$ cat src/rtl/tgtw_pkg.sv
// Shared types, constants and helpers for the text glyph tile-map writer.
package tgtw_pkg;

  // Screen and font limits
  localparam int SCREEN_COLS   = 48;
  localparam int LAST_ROW      = 27;
  localparam int TAB_STEP      = 4;
  localparam int MAX_GLYPH_DIM = 4;

  localparam int DIM_W    = $clog2(MAX_GLYPH_DIM + 1);
  localparam int CH_W     = 8;
  localparam int CUR_W    = 8;
  localparam int GPR_W    = 7;
  localparam int LINE_W   = GPR_W + DIM_W;
  localparam int EW_W     = CH_W + DIM_W;
  localparam int IDX_W    = 12;
  localparam int WORD_W   = 16;
  localparam int DIVCNT_W = $clog2(CH_W);
  localparam int PAL_SHIFT  = 14;
  localparam int MAP_STRIDE = 64;

  // Control codes in the character stream
  localparam logic [CH_W-1:0] CODE_CR  = 8'd13;
  localparam logic [CH_W-1:0] CODE_TAB = 8'd9;
  localparam logic [CH_W-1:0] CODE_NL  = 8'd10;

  // Configuration port
  localparam int CFG_AW = 5;
  localparam int CFG_DW = 32;
  localparam logic [2:0] REG_TILE_OFFSET    = 3'd0;
  localparam logic [2:0] REG_FONT_WIDTH     = 3'd1;
  localparam logic [2:0] REG_FONT_HEIGHT    = 3'd2;
  localparam logic [2:0] REG_GLYPHS_PER_ROW = 3'd3;
  localparam logic [2:0] REG_FIRST_CODE     = 3'd4;
  localparam logic [2:0] REG_PALETTE        = 3'd5;
  localparam logic [2:0] REG_VERTICAL       = 3'd6;
  localparam logic [2:0] REG_RIGHT_TO_LEFT  = 3'd7;

  typedef struct packed {
    logic [CH_W-1:0]  ch;
    logic             first;
    logic [CUR_W-1:0] start_x;
    logic [CUR_W-1:0] start_y;
  } in_item_t;

  typedef struct packed {
    logic [IDX_W-1:0]  map_index;
    logic [WORD_W-1:0] map_word;
    logic              last;
  } out_item_t;

  typedef struct packed {
    logic [10:0]      tile_offset;
    logic [2:0]       font_width;
    logic [2:0]       font_height;
    logic [GPR_W-1:0] glyphs_per_row;
    logic [CH_W-1:0]  first_code;
    logic [1:0]       palette;
    logic             vertical;
    logic             right_to_left;
  } cfg_t;

  // Operation the controller asks of the datapath in a cycle
  typedef enum logic [3:0] {
    DP_IDLE,
    DP_LOAD,
    DP_STOP,
    DP_TAB,
    DP_NEWLINE,
    DP_SETUP_SINGLE,
    DP_SETUP_LARGE,
    DP_DIV_STEP,
    DP_MUL1,
    DP_MUL2,
    DP_EMIT,
    DP_ADVANCE
  } dp_op_t;

  // Classification of the current character
  typedef enum logic [2:0] {
    KIND_CR,
    KIND_TAB,
    KIND_NL,
    KIND_SINGLE,
    KIND_LARGE
  } char_kind_t;

  typedef struct packed {
    logic       stop;
    char_kind_t kind;
    logic       div_done;
    logic       empty;
    logic       emit_last;
  } dp_status_t;

  // Glyph dimension limited to the largest supported size
  function automatic logic [DIM_W-1:0] clamp_dim(input logic [2:0] d);
    logic [DIM_W-1:0] res;
    if (32'(d) > MAX_GLYPH_DIM) begin
      res = DIM_W'(MAX_GLYPH_DIM);
    end else begin
      res = DIM_W'(d);
    end
    return res;
  endfunction

endpackage

$ cat src/rtl/tgtw_cfg_regs.sv
// APB-style configuration register file.
module tgtw_cfg_regs
  import tgtw_pkg::*;
(
  input  logic              clk,
  input  logic              rst_n,
  input  logic              psel,
  input  logic              penable,
  input  logic              pwrite,
  input  logic [CFG_AW-1:0] paddr,
  input  logic [CFG_DW-1:0] pwdata,
  output logic [CFG_DW-1:0] prdata,
  output logic              pready,
  output cfg_t              cfg
);

  cfg_t       cfg_r;
  logic       wr_en;
  logic [2:0] reg_sel;

  assign pready  = 1'b1;
  assign wr_en   = psel && penable && pwrite;
  assign reg_sel = paddr[CFG_AW-1:2];
  assign cfg     = cfg_r;

  // Register writes
  always_ff @(posedge clk) begin
    if (!rst_n) begin
      cfg_r.tile_offset    <= '0;
      cfg_r.font_width     <= 3'd1;
      cfg_r.font_height    <= 3'd1;
      cfg_r.glyphs_per_row <= 7'd32;
      cfg_r.first_code     <= 8'd32;
      cfg_r.palette        <= '0;
      cfg_r.vertical       <= 1'b0;
      cfg_r.right_to_left  <= 1'b0;
    end else if (wr_en) begin
      unique case (reg_sel)
        REG_TILE_OFFSET:    cfg_r.tile_offset    <= pwdata[10:0];
        REG_FONT_WIDTH:     cfg_r.font_width     <= pwdata[2:0];
        REG_FONT_HEIGHT:    cfg_r.font_height    <= pwdata[2:0];
        REG_GLYPHS_PER_ROW: cfg_r.glyphs_per_row <= pwdata[GPR_W-1:0];
        REG_FIRST_CODE:     cfg_r.first_code     <= pwdata[CH_W-1:0];
        REG_PALETTE:        cfg_r.palette        <= pwdata[1:0];
        REG_VERTICAL:       cfg_r.vertical       <= pwdata[0];
        REG_RIGHT_TO_LEFT:  cfg_r.right_to_left  <= pwdata[0];
        default: ;
      endcase
    end
  end

  // Read mux
  always_comb begin
    unique case (reg_sel)
      REG_TILE_OFFSET:    prdata = CFG_DW'(cfg_r.tile_offset);
      REG_FONT_WIDTH:     prdata = CFG_DW'(cfg_r.font_width);
      REG_FONT_HEIGHT:    prdata = CFG_DW'(cfg_r.font_height);
      REG_GLYPHS_PER_ROW: prdata = CFG_DW'(cfg_r.glyphs_per_row);
      REG_FIRST_CODE:     prdata = CFG_DW'(cfg_r.first_code);
      REG_PALETTE:        prdata = CFG_DW'(cfg_r.palette);
      REG_VERTICAL:       prdata = CFG_DW'(cfg_r.vertical);
      REG_RIGHT_TO_LEFT:  prdata = CFG_DW'(cfg_r.right_to_left);
      default:            prdata = '0;
    endcase
  end

endmodule

$ cat src/rtl/tgtw_ctrl.sv
// Controller state machine: sequences each character through the datapath.
module tgtw_ctrl
  import tgtw_pkg::*;
(
  input  logic       clk,
  input  logic       rst_n,
  input  logic       in_valid,
  output logic       in_ready,
  input  dp_status_t status,
  output dp_op_t     op
);

  typedef enum logic [2:0] {
    S_IDLE,
    S_EVAL,
    S_DIV,
    S_MUL1,
    S_MUL2,
    S_EMIT,
    S_ADV
  } state_t;

  state_t state_r, state_nxt;
  logic   in_ready_r;

  assign in_ready = in_ready_r;

  // Next state and datapath command
  always_comb begin
    state_nxt = state_r;
    op        = DP_IDLE;
    unique case (state_r)
      S_IDLE: begin
        if (in_valid && in_ready_r) begin
          op        = DP_LOAD;
          state_nxt = S_EVAL;
        end
      end
      S_EVAL: begin
        state_nxt = S_IDLE;
        if (status.stop) begin
          op = DP_STOP;
        end else begin
          unique case (status.kind)
            KIND_CR:  op = DP_IDLE;
            KIND_TAB: op = DP_TAB;
            KIND_NL:  op = DP_NEWLINE;
            KIND_SINGLE: begin
              op        = DP_SETUP_SINGLE;
              state_nxt = S_EMIT;
            end
            KIND_LARGE: begin
              op        = DP_SETUP_LARGE;
              state_nxt = S_DIV;
            end
            default: op = DP_IDLE;
          endcase
        end
      end
      S_DIV: begin
        op = DP_DIV_STEP;
        if (status.div_done) begin
          state_nxt = S_MUL1;
        end
      end
      S_MUL1: begin
        op        = DP_MUL1;
        state_nxt = S_MUL2;
      end
      S_MUL2: begin
        op        = DP_MUL2;
        state_nxt = status.empty ? S_ADV : S_EMIT;
      end
      S_EMIT: begin
        op = DP_EMIT;
        if (status.emit_last) begin
          state_nxt = S_ADV;
        end
      end
      S_ADV: begin
        op        = DP_ADVANCE;
        state_nxt = S_IDLE;
      end
      default: state_nxt = S_IDLE;
    endcase
  end

  // State and registered ready
  always_ff @(posedge clk) begin
    if (!rst_n) begin
      state_r    <= S_IDLE;
      in_ready_r <= 1'b1;
    end else begin
      state_r    <= state_nxt;
      in_ready_r <= (state_nxt == S_IDLE);
    end
  end

endmodule

$ cat src/rtl/tgtw_datapath.sv
// Datapath: cursor state, glyph base divider/multiplier and map-word output register.
module tgtw_datapath
  import tgtw_pkg::*;
(
  input  logic       clk,
  input  logic       rst_n,
  input  cfg_t       cfg,
  input  dp_op_t     op,
  input  in_item_t   in_data,
  output dp_status_t status,
  output logic       out_valid,
  input  logic       out_ready,
  output out_item_t  out_data
);

  // Control state (reset)
  logic [CUR_W-1:0] cursor_x_r, cursor_y_r, home_r;
  logic             stopped_r;
  logic             out_valid_r;
  logic [DIVCNT_W-1:0] div_cnt_r;

  // Payload state
  logic [CH_W-1:0]   ch_r;
  logic [CH_W-1:0]   entry_r;
  logic [LINE_W-1:0] line_r;
  logic [GPR_W-1:0]  rem_r;
  logic [CH_W-1:0]   quo_r;
  logic [WORD_W-1:0] prod_r;
  logic [EW_W-1:0]   ew_r;
  logic [WORD_W-1:0] tile_r, col_tile_r;
  logic [IDX_W-1:0]  idx_r, col_idx_r;
  logic [DIM_W-1:0]  c_r, r_r, dim_w_r, dim_h_r;
  out_item_t         out_r;

  logic [DIM_W-1:0]  w, h;
  logic [CUR_W-1:0]  w8, h8;
  logic [GPR_W-1:0]  gpr;
  logic [IDX_W-1:0]  pos;
  logic              out_free;
  logic              at_last;
  logic              col_end;
  logic [CH_W-1:0]   rem_sh;
  logic              rem_ge;
  logic [WORD_W-1:0] tab_step_x, tab_step_y;
  logic [WORD_W-1:0] tab_x, tab_y;
  logic [CUR_W-1:0]  adv_x, adv_y;
  logic [WORD_W-1:0] base_large;

  assign w   = clamp_dim(cfg.font_width);
  assign h   = clamp_dim(cfg.font_height);
  assign w8  = CUR_W'(w);
  assign h8  = CUR_W'(h);
  assign gpr = (cfg.glyphs_per_row == '0) ? GPR_W'(1) : cfg.glyphs_per_row;
  assign pos = {cursor_y_r[5:0], 6'b0} + IDX_W'(cursor_x_r);

  assign out_free = !out_valid_r || out_ready;
  assign col_end  = (r_r == dim_h_r - DIM_W'(1));
  assign at_last  = col_end && (c_r == dim_w_r - DIM_W'(1));

  // One restoring division step: entry / glyphs per row
  assign rem_sh = {rem_r, quo_r[CH_W-1]};
  assign rem_ge = (rem_sh >= CH_W'(gpr));

  // Next tab stop along x or y
  assign tab_step_x = WORD_W'((WORD_W'(cursor_x_r) / WORD_W'(TAB_STEP) + WORD_W'(1))
                              * WORD_W'(TAB_STEP));
  assign tab_step_y = WORD_W'((WORD_W'(cursor_y_r) / WORD_W'(TAB_STEP) + WORD_W'(1))
                              * WORD_W'(TAB_STEP));
  assign tab_x = WORD_W'(tab_step_x * WORD_W'(w));
  assign tab_y = WORD_W'(tab_step_y * WORD_W'(h));

  // Glyph base tile: offset + entry*w + quotient*line*(h-1)
  assign base_large = WORD_W'(cfg.tile_offset) + WORD_W'(ew_r)
                    + WORD_W'(prod_r * WORD_W'(h - DIM_W'(1)));

  // Cursor advance after a glyph, with wrap to the next line
  always_comb begin
    adv_x = cursor_x_r;
    adv_y = cursor_y_r;
    if (!cfg.vertical) begin
      adv_x = cfg.right_to_left ? cursor_x_r - w8 : cursor_x_r + w8;
    end else begin
      adv_y = cfg.right_to_left ? cursor_y_r - h8 : cursor_y_r + h8;
    end
    if (adv_x >= CUR_W'(SCREEN_COLS)) begin
      adv_y = cfg.right_to_left ? adv_y - h8 : adv_y + h8;
      adv_x = home_r;
    end
  end

  // Status back to the controller
  always_comb begin
    status.stop = stopped_r || (cursor_x_r >= CUR_W'(SCREEN_COLS))
                || (cursor_y_r > CUR_W'(LAST_ROW));
    if (ch_r == CODE_CR) begin
      status.kind = KIND_CR;
    end else if (ch_r == CODE_TAB) begin
      status.kind = KIND_TAB;
    end else if (ch_r == CODE_NL) begin
      status.kind = KIND_NL;
    end else if ((w > DIM_W'(1)) || (h > DIM_W'(1))) begin
      status.kind = KIND_LARGE;
    end else begin
      status.kind = KIND_SINGLE;
    end
    status.div_done  = (div_cnt_r == DIVCNT_W'(CH_W - 1));
    status.empty     = (dim_w_r == '0) || (dim_h_r == '0);
    status.emit_last = out_free && at_last;
  end

  // Cursor, stop flag, divider count and output valid
  always_ff @(posedge clk) begin
    if (!rst_n) begin
      cursor_x_r  <= '0;
      cursor_y_r  <= '0;
      home_r      <= '0;
      stopped_r   <= 1'b1;
      out_valid_r <= 1'b0;
      div_cnt_r   <= '0;
    end else begin
      if (out_ready) begin
        out_valid_r <= 1'b0;
      end
      unique case (op)
        DP_LOAD: begin
          if (in_data.first) begin
            cursor_x_r <= in_data.start_x;
            cursor_y_r <= in_data.start_y;
            home_r     <= in_data.start_x;
            stopped_r  <= 1'b0;
          end
        end
        DP_STOP: stopped_r <= 1'b1;
        DP_TAB: begin
          if (!cfg.vertical) begin
            cursor_x_r <= tab_x[CUR_W-1:0];
          end else begin
            cursor_y_r <= tab_y[CUR_W-1:0];
          end
        end
        DP_NEWLINE: begin
          cursor_y_r <= cfg.right_to_left ? cursor_y_r - h8 : cursor_y_r + h8;
          cursor_x_r <= home_r;
        end
        DP_SETUP_LARGE: div_cnt_r <= '0;
        DP_DIV_STEP:    div_cnt_r <= div_cnt_r + DIVCNT_W'(1);
        DP_EMIT: begin
          if (out_free) begin
            out_valid_r <= 1'b1;
          end
        end
        DP_ADVANCE: begin
          cursor_x_r <= adv_x;
          cursor_y_r <= adv_y;
        end
        default: ;
      endcase
    end
  end

  // Glyph arithmetic and the column-major walk over its tiles
  always_ff @(posedge clk) begin
    case (op)
      DP_LOAD: ch_r <= in_data.ch;
      DP_SETUP_SINGLE: begin
        tile_r     <= WORD_W'(cfg.tile_offset) + WORD_W'(ch_r) - WORD_W'(cfg.first_code);
        col_tile_r <= WORD_W'(cfg.tile_offset) + WORD_W'(ch_r) - WORD_W'(cfg.first_code);
        idx_r      <= pos;
        col_idx_r  <= pos;
        line_r     <= LINE_W'(gpr * w);
        dim_w_r    <= DIM_W'(1);
        dim_h_r    <= DIM_W'(1);
        c_r        <= '0;
        r_r        <= '0;
      end
      DP_SETUP_LARGE: begin
        entry_r <= ch_r - cfg.first_code;
        quo_r   <= ch_r - cfg.first_code;
        rem_r   <= '0;
        line_r  <= LINE_W'(gpr * w);
        dim_w_r <= w;
        dim_h_r <= h;
      end
      DP_DIV_STEP: begin
        rem_r <= rem_ge ? GPR_W'(rem_sh - CH_W'(gpr)) : rem_sh[GPR_W-1:0];
        quo_r <= {quo_r[CH_W-2:0], rem_ge};
      end
      DP_MUL1: begin
        prod_r <= WORD_W'(quo_r * line_r);
        ew_r   <= EW_W'(entry_r * w);
      end
      DP_MUL2: begin
        tile_r     <= base_large;
        col_tile_r <= base_large;
        idx_r      <= pos;
        col_idx_r  <= pos;
        c_r        <= '0;
        r_r        <= '0;
      end
      DP_EMIT: begin
        if (out_free) begin
          out_r.map_index <= idx_r;
          out_r.map_word  <= tile_r | {cfg.palette, {PAL_SHIFT{1'b0}}};
          out_r.last      <= at_last;
          // Step down the column, or on to the top of the next one
          if (col_end) begin
            r_r        <= '0;
            c_r        <= c_r + DIM_W'(1);
            col_tile_r <= col_tile_r + WORD_W'(1);
            tile_r     <= col_tile_r + WORD_W'(1);
            col_idx_r  <= col_idx_r + IDX_W'(1);
            idx_r      <= col_idx_r + IDX_W'(1);
          end else begin
            r_r    <= r_r + DIM_W'(1);
            tile_r <= tile_r + WORD_W'(line_r);
            idx_r  <= idx_r + IDX_W'(MAP_STRIDE);
          end
        end
      end
      default: ;
    endcase
  end

  assign out_valid = out_valid_r;
  assign out_data  = out_r;

endmodule

$ cat src/rtl/text_glyph_tilemap_writer_core.sv
// Top level of the text glyph tile-map writer.
//
//  Channel | Direction | Handshake              | Content
//  in_     | request   | in_valid / in_ready    | in_item_t: ch, first, start_x, start_y
//  out_    | response  | out_valid / out_ready  | out_item_t: map_index, map_word, last
//  cfg     | APB write | psel/penable/pwrite    | eight registers at 4*i, pready always 1
//
// A request is taken while the controller is idle. CR, tab, newline and stopped
// characters return straight to idle; a one-tile glyph passes setup, emit, advance;
// a larger glyph runs the 8-step entry / glyphs_per_row divider and the multiplies,
// then one map word per cycle; a stalled out_ready holds the word walk in place.
// Synchronous active-low reset returns registers and cursor to defaults, stopped set.
module text_glyph_tilemap_writer_core
  import tgtw_pkg::*;
(
  input  logic              clk,
  input  logic              rst_n,
  input  logic              in_valid,
  output logic              in_ready,
  input  in_item_t          in_data,
  output logic              out_valid,
  input  logic              out_ready,
  output out_item_t         out_data,
  input  logic              psel,
  input  logic              penable,
  input  logic              pwrite,
  input  logic [CFG_AW-1:0] paddr,
  input  logic [CFG_DW-1:0] pwdata,
  output logic [CFG_DW-1:0] prdata,
  output logic              pready
);

  cfg_t       cfg;
  dp_op_t     op;
  dp_status_t status;

  tgtw_cfg_regs u_cfg (
    .clk     (clk),
    .rst_n   (rst_n),
    .psel    (psel),
    .penable (penable),
    .pwrite  (pwrite),
    .paddr   (paddr),
    .pwdata  (pwdata),
    .prdata  (prdata),
    .pready  (pready),
    .cfg     (cfg)
  );

  tgtw_ctrl u_ctrl (
    .clk      (clk),
    .rst_n    (rst_n),
    .in_valid (in_valid),
    .in_ready (in_ready),
    .status   (status),
    .op       (op)
  );

  tgtw_datapath u_dp (
    .clk       (clk),
    .rst_n     (rst_n),
    .cfg       (cfg),
    .op        (op),
    .in_data   (in_data),
    .status    (status),
    .out_valid (out_valid),
    .out_ready (out_ready),
    .out_data  (out_data)
  );

endmodule

$ cat config.mk
export PLATFORM = sky130hd
export DESIGN_NAME = text_glyph_tilemap_writer_core
export DESIGN_NICKNAME = d
export VERILOG_FILES = /design/src/rtl/tgtw_pkg.sv /design/src/rtl/tgtw_cfg_regs.sv /design/src/rtl/tgtw_ctrl.sv /design/src/rtl/tgtw_datapath.sv /design/src/rtl/text_glyph_tilemap_writer_core.sv
export SDC_FILE = /design/constraint.sdc
export NUM_CORES = 1
export LEC_CHECK = 0
export BUFFER_PORTS_ARGS = -buffer_cell sky130_fd_sc_hd__buf_2
export CORE_MARGIN = 2
export CORE_UTILIZATION = 45
export DETAILED_ROUTE_END_ITERATION = 8
export GPL_ROUTABILITY_DRIVEN = 0
export PLACE_DENSITY_LB_ADDON = 0.05
export SETUP_SLACK_MARGIN = 0.3
export SLEW_MARGIN = 40
export SYNTH_ARGS = -nofsm -noshare
export SYNTH_HDL_FRONTEND = slang
export SYNTH_SLANG_ARGS = --single-unit
export TNS_END_PERCENT = 10
$ cat constraint.sdc
create_clock -name clk -period 7.47 [get_ports clk]
set_input_delay 1.1205 -clock clk [delete_from_list [all_inputs] [get_ports clk]]
set_output_delay 1.1205 -clock clk [all_outputs]
set_load 0.02 [all_outputs]
After elaboration in Yosys (flattened, before gate mapping)
Cells that the tools add are included.
{"block": "classes", "n_addsub": 25, "n_mul": 6, "n_lt_le_gt_ge": 8, "n_eq_ne": 39, "muxes": 61, "bitwise": 1, "reduce_logical": 42}
{"operator": "$pmux 32 s8", "n": 1}
{"operator": "$pmux 16 s3", "n": 2}
{"operator": "$mux 8", "n": 11}
{"operator": "$mux 16", "n": 4}
{"operator": "$pmux 8 s4", "n": 2}
{"operator": "$mux 12", "n": 4}
{"operator": "$pmux 12 s2", "n": 2}
{"operator": "$mux 3", "n": 14}
{"operator": "$pmux 3 s2", "n": 6}
{"operator": "$mul 14x3->6", "n": 2}
{"operator": "$pmux 4 s7", "n": 1}
{"operator": "$eq 3x3->1 const B", "n": 9}
{"operator": "$reduce_and 2->1", "n": 13}
{"operator": "$add 8x3->8", "n": 3}
{"operator": "$eq 8x4->1 const B", "n": 3}
{"operator": "$sub 8x3->8", "n": 3}
{"operator": "$eq 3x2->1 const B", "n": 6}
{"operator": "$pmux 3 s6", "n": 1}
{"operator": "$add 16x1->16 const B", "n": 1}
{"operator": "$add 16x10->16", "n": 1}
{"operator": "$add 16x16->16", "n": 1}
{"operator": "$eq 4x3->1 const B", "n": 4}
{"operator": "$eq 4x4->1 const B", "n": 4}
{"operator": "$ge 8x6->1 const B", "n": 2}
{"operator": "other kinds (45)", "n": 82}
{"block": "word_totals", "reg_bits": 234, "inputBits": 69, "out_inout_bits": 64, "wordCells": 216}

Longest topological paths before layout
{"block": "logic_depth", "depth_word": 16, "mapped_depth": 27, "depth_no_buf": 27}

Modules after synthesis
A second synthesis with hierarchy kept.
{"block": "hier_totals", "cells_unflattened": 2224, "hier_area_um2": 20642.3}
{"mod": "tgtw_datapath", "n_inst": 1, "cells_each": 1974, "area_per_inst_um2": 18390.1, "seq_area_each_um2": 5535.3}
{"mod": "tgtw_cfg_regs", "n_inst": 1, "cells_each": 204, "area_per_inst_um2": 1880.6, "seq_area_each_um2": 720.7}
{"mod": "tgtw_ctrl", "n_inst": 1, "cells_each": 46, "area_per_inst_um2": 371.6, "seq_area_each_um2": 80.1}

Worst setup path after synthesis
No wires, ideal clock.
{"block": "synth_timing", "path_kind": "register -> register", "startpoint": "register u_cfg.cfg_r (netlist bit u_cfg.cfg[21])", "endpoint": "register u_dp.tile_r[15] (data pin)", "setup_time_ns": 0.281, "arrival_ns": 6.357, "t_required_ns": 7.189, "setup_slack_ns": 0.831, "path_stages_with_launch": 27, "path_buffers": 3, "synth_period_minus_slack_ns": 6.639, "cell_sequence": "dfxtp_1 -> nand2b_1 -> clkbuf_1 -> clkbuf_1 -> ha_1 -> ha_1 -> clkbuf_1 -> nand2b_1 -> fa_1 -> inv_1 -> fa_1 -> fa_1 -> inv_1 -> fa_1 -> inv_1 -> fa_1 -> inv_1 -> fa_1 -> inv_1 -> ha_1 -> nand3_1 -> nand2_1 -> a41o_1 -> o41ai_1 -> xnor2_1 -> a21boi_1 -> o311ai_0"}
{"block": "synth_between", "elab_chain_len": 14, "word_cells_on_any_way": 22, "cone_classes": "2 x add/sub; 1 x mul; 2 x order compare; 7 x eq/ne; 9 x mux; 1 x reduce/logical"}
{"item": "start, declared", "line": "tgtw_cfg_regs.sv:17", "source": "cfg_t cfg_r;"}
{"item": "$gt 3x3->1", "line": "tgtw_pkg.sv:99", "source": "if (32'(d) > MAX_GLYPH_DIM) begin"}
{"item": "$mux 3 *", "line": "tgtw_pkg.sv:99"}
{"item": "parallel branches: the longest is 11 deep, another holds $mul 16x16->16"}
{"item": "$pmux 16 s3 *", "line": "tgtw_datapath.sv:163", "source": "case (op)"}
{"item": "end signal, assigned", "line": "tgtw_datapath.sv:166", "source": "tile_r <= WORD_W'(cfg.tile_offset) + WORD_W'(ch_r) - WORD_W'(cfg.first_code);"}
{"item": "end signal, assigned", "line": "tgtw_datapath.sv:193", "source": "tile_r <= base_large;"}
{"item": "end signal, assigned", "line": "tgtw_datapath.sv:210", "source": "tile_r <= col_tile_r + WORD_W'(1);"}
{"item": "end, declared", "line": "tgtw_datapath.sv:30", "source": "logic [WORD_W-1:0] tile_r, col_tile_r;"}
Every way passes the cells marked *.
A chain may end at the register's enable or synchronous reset.

Worst setup path after layout
Ends and elaborated chain as after synthesis.

==> impl_metrics.prom <==
# TYPE chip_impl_metric gauge
chip_impl_metric{name="report.final.hold_viol_count",unit=""} 0
chip_impl_metric{name="hold_depth",unit=""} 0
chip_impl_metric{name="fp.coreArea",unit="sq um"} 48600
chip_impl_metric{name="period_share",unit=""} 0.902
chip_impl_metric{name="synth.ff_latch_count",unit=""} 234
chip_impl_metric{name="synthDistinctLibCells",unit=""} 82
chip_impl_metric{name="post_synth_xor_area_fraction",unit=""} 0.0740
chip_impl_metric{name="chipWidth",unit="um"} 226
chip_impl_info{name="outcome",value="completed"} 1
chip_impl_metric{name="route.final.wire_length",unit="um"} 57600
chip_impl_info{name="hold_path_end",value="u_dp.out_data[20]"} 1
chip_impl_metric{name="post_drt_wl_per_cell",unit="um"} 18.6
chip_impl_metric{name="io_pins",unit=""} 133
chip_impl_metric{name="antenna_left",unit=""} 0
chip_impl_metric{name="std_cell_rows",unit=""} 81
chip_impl_metric{name="cellLeakagePower",unit="uW"} 0.0106
chip_impl_metric{name="via_count_of_the_first_global_routing_pass",unit=""} 16900
chip_impl_metric{name="synth_compound_area_frac",unit=""} 0.122
chip_impl_metric{name="dpl.hpwl",unit="um"} 46300
chip_impl_metric{name="initial_core_util",unit=""} 0.454
chip_impl_info{name="largest_family_of_logic_cells_by_synthesized_area",value="adder cells"} 1
chip_impl_info{name="min-delay-path-class",value="register to register"} 1
chip_impl_info{name="cts_root_buf",value="clkbuf_16"} 1
chip_impl_metric{name="yosys-mux-area-fraction",unit=""} 0.0245
chip_impl_info{name="worst_hold_startpoint",value="u_dp.idx_r[3]"} 1
chip_impl_metric{name="cp.arrival",unit="ns"} 7.04
chip_impl_info{name="worst_setup_path_start_kind",value="register"} 1
chip_impl_metric{name="drc",unit=""} 0
chip_impl_metric{name="fp.dieArea",unit="sq um"} 50900
chip_impl_info{name="synth.cells.most_frequent",value="313 x inv_1, 250 x nand2_1, 210 x ha_1"} 1
chip_impl_metric{name="cts_buffer_depth",unit=""} 3
chip_impl_metric{name="finalSetupViolCount",unit=""} 0
chip_impl_metric{name="synth_edf_count",unit=""} 165
chip_impl_metric{name="synth-async-reset-ratio",unit=""} 0
chip_impl_metric{name="grt_pass1_wl",unit="um"} 91700
chip_impl_metric{name="avgSynthCellArea",unit="sq um"} 9.22
chip_impl_info{name="cts_tree",value="built"} 1
chip_impl_metric{name="power-per-cell-area",unit="nW/um^2"} 136
chip_impl_metric{name="final_critical_path_required_period",unit="ns"} 6.74
chip_impl_metric{name="grt.total_usage",unit=""} 0.231
chip_impl_metric{name="initial_drt_markers",unit=""} 782
chip_impl_metric{name="clkTransAtPathRegs",unit="ns"} 0.06
chip_impl_metric{name="worst_slew_margin_rel",unit=""} 0.468
chip_impl_metric{name="worst_slew_pin_slew",unit="ns"} 0.798
chip_impl_metric{name="syn_to_final_growth",unit="%"} 8.77
chip_impl_metric{name="grt_start_max_net_pins",unit=""} 70
chip_impl_metric{name="overall_die_height",unit="um"} 226
chip_impl_info{name="grt_setup_unrepaired",value="no"} 1
chip_impl_info{name="yosys-top-cells-area",value="edfxtp_1 22%, fa_1 14%, ha_1 12%, dfxtp_1 6.3%, inv_1 5.3%"} 1
chip_impl_metric{name="finalSetupTns",unit="ns"} 0
chip_impl_metric{name="routed_via_density",unit=""} 5.31
chip_impl_metric{name="number_of_antenna_violations_at_the_first_check_in_global_routing",unit=""} 0
chip_impl_metric{name="mappedNetlistArea",unit="sq um"} 22100
chip_impl_metric{name="critPathMaxFanout",unit=""} 11
chip_impl_info{name="worst_r2r_startpoint",value="u_cfg.cfg[21]"} 1
chip_impl_metric{name="cts.hold.buffers_added",unit=""} 0
chip_impl_metric{name="slew_viol_final",unit=""} 0
chip_impl_metric{name="htreeDepth",unit=""} 1
chip_impl_info{name="crit_path_end_kind",value="register"} 1
chip_impl_metric{name="ff2ff_path_depth",unit=""} 24
chip_impl_metric{name="worst_slack",unit="ns"} 0.734
chip_impl_metric{name="final_net_count",unit=""} 2889
chip_impl_info{name="timing.rr.end",value="u_dp.tile_r[15]"} 1
chip_impl_metric{name="crit_required",unit="ns"} 7.77
chip_impl_info{name="post-synth-top-area-cell",value="edfxtp_1"} 1
chip_impl_metric{name="cts.sink_count",unit=""} 234
chip_impl_metric{name="antenna-diode-count",unit=""} 0
chip_impl_metric{name="netlist_instances",unit=""} 2396
chip_impl_info{name="criticalPathCategory",value="register to register"} 1
chip_impl_metric{name="clkLatencyLatePin",unit="ns"} 0.58
chip_impl_metric{name="placedInstanceArea",unit="sq um"} 23100
chip_impl_metric{name="placement.io_buffers",unit=""} 87
chip_impl_metric{name="post_synthesis_sequential_area_ratio",unit=""} 0.287
chip_impl_metric{name="synth.top_cell.area_share",unit=""} 0.224
chip_impl_metric{name="grt.overflow.total",unit=""} 0
chip_impl_metric{name="fin_skew",unit="ns"} 0.0229
chip_impl_metric{name="drive_above_1_share",unit=""} 0.0859
chip_impl_metric{name="synth_adder_area_share",unit=""} 0.256
chip_impl_metric{name="pre_cts_slack",unit="ns"} 0.343
chip_impl_metric{name="fmax",unit="MHz"} 148
chip_impl_metric{name="report.power.total",unit="uW"} 3260
chip_impl_info{name="synth_flop_cell",value="edfxtp_1"} 1
chip_impl_metric{name="synth-warning-count",unit=""} 0
chip_impl_metric{name="synth_simple_gate_area_frac",unit=""} 0.161
chip_impl_metric{name="ff2ff_setup_slack",unit="ns"} 0.73
chip_impl_metric{name="final_cell_area",unit="sq um"} 24000
chip_impl_metric{name="cts_inserted_buffers",unit=""} 28
chip_impl_metric{name="detail_route.first_pass.iterations",unit=""} 5
chip_impl_metric{name="irDropWorstVdd",unit="V"} 0.000158
chip_impl_metric{name="maxCapViolations",unit=""} 0
chip_impl_metric{name="detailroute.via_count",unit=""} 16500
chip_impl_info{name="yosysMostFrequentCell",value="inv_1"} 1
chip_impl_metric{name="holdWs",unit="ns"} 0.421
state kept, by name (all words and copies together), names as in the netlist, 3 cells and up:
signal	count
u_cfg.cfg	36
u_dp.out_data	29
u_dp.col_tile_r	16
u_dp.prod_r	16
u_dp.tile_r	16
u_dp.col_idx_r	12
u_dp.idx_r	12
u_dp.ew_r	11
u_dp.line_r	10
u_dp.ch_r	8
u_dp.cursor_x_r	8
u_dp.cursor_y_r	8
u_dp.entry_r	8
u_dp.home_r	8
u_dp.quo_r	8
u_dp.rem_r	7
u_ctrl.state_r	3
u_dp.c_r	3
u_dp.dim_h_r	3
u_dp.dim_w_r	3
u_dp.div_cnt_r	3
u_dp.r_r	3
layout make-up:
class | instances | area [sq um]
Timing Repair Buffer | 114 | 638
Fill cell | 4709 | 24600
Clock inverter | 18 | 135
Sequential cell | 234 | 6340
Inverter | 314 | 1180
Clock buffer | 33 | 729
Tap cell | 622 | 778
Multi-Input combinational cell | 1767 | 14200
per-stage QoR:
step	cells	util
6_report	3102	0.494
5_1_grt	3102	0.494
4_1_cts	3102	0.493
3_5_place_dp	3051	0.475
3_3_place_gp	3051	0.475
2_1_floorplan	2416	-
worst max-delay path, stage by stage, from the launching register on:
cell,delay [ns]
dfxtp_1,0.34
nor2b_1,0.27
inv_1,0.10
ha_2,0.20
ha_4,0.29
nand2b_1,0.20
fa_1,0.53
inv_1,0.05
fa_1,0.47
fa_1,0.53
inv_1,0.05
fa_1,0.47
inv_1,0.05
fa_1,0.54
inv_1,0.06
fa_1,0.53
inv_1,0.04
ha_1,0.37
nand3_1,0.11
nand2_1,0.05
a41o_1,0.22
o41ai_1,0.30
xnor2_1,0.20
a21boi_2,0.28
o311ai_0,0.18
what timing repair did:
| item | in CTS | in global routing |
|---|---|---|
| endpoints found under the hold margin | 0 | 0 |
| buffers inserted | 0 | 0 |
| setup endpoints to repair | 0 | 7 |
| gates resized for setup | 0 | 5 |
metal layers:
layer / vias up / wire length [um] / GRT usage
li1: 8104 / - / -
met1: 8015 / 24600 / 0.287
met2: 256 / 28500 / 0.408
met3: 98 / 2050 / 0.0263
met4: 0 / 2420 / 0.0963
met5: - / 0 / 0
power by group:
part	switching [uW]	leakage [uW]	internal, uW
Combinational	310	0.00815	194
Clock	568	0.000427	732
Sequential	38.0	0.00205	1420
Total	916	0.0106	2350
cell families after synthesis:
| group | after synthesis |
|---|---|
| muxes | 50 |
| adders and majority gates | 361 |
| AOI/OAI and AO/OA | 414 |
| and+or+nand+nor | 735 |
| other | 2 |
| xor gates and xnor gates | 185 |
| DFF | 234 |
| buffers and inverters | 415 |
worst max path at each step:
stage	start	to	slack, ns	cells past startpoint
floorplan	u_cfg.cfg[21]	u_dp.tile_r[15]	0.83	26
CTS	u_cfg.cfg[21]	u_dp.tile_r[14]	0.32	24
global placement	u_cfg.cfg[21]	u_dp.tile_r[14]	0.37	24
global route	u_cfg.cfg[26]	u_dp.tile_r[14]	0.34	25
finish	u_cfg.cfg[21]	u_dp.tile_r[15]	0.73	24
detailed placement	u_cfg.cfg[21]	u_dp.tile_r[14]	0.34	24
cell usage in the layout (no fill, tap or decap), types with 87 or more instances in the layout:
master / count
ha_1: 208
o21ai_0: 101
edfxtp_1: 165
nor2_1: 163
buf_2: 87
fa_1: 151
nand2_1: 250
a21oi_1: 102
inv_1: 313
xnor2_1: 120
(Power assumes the default switching activity.)
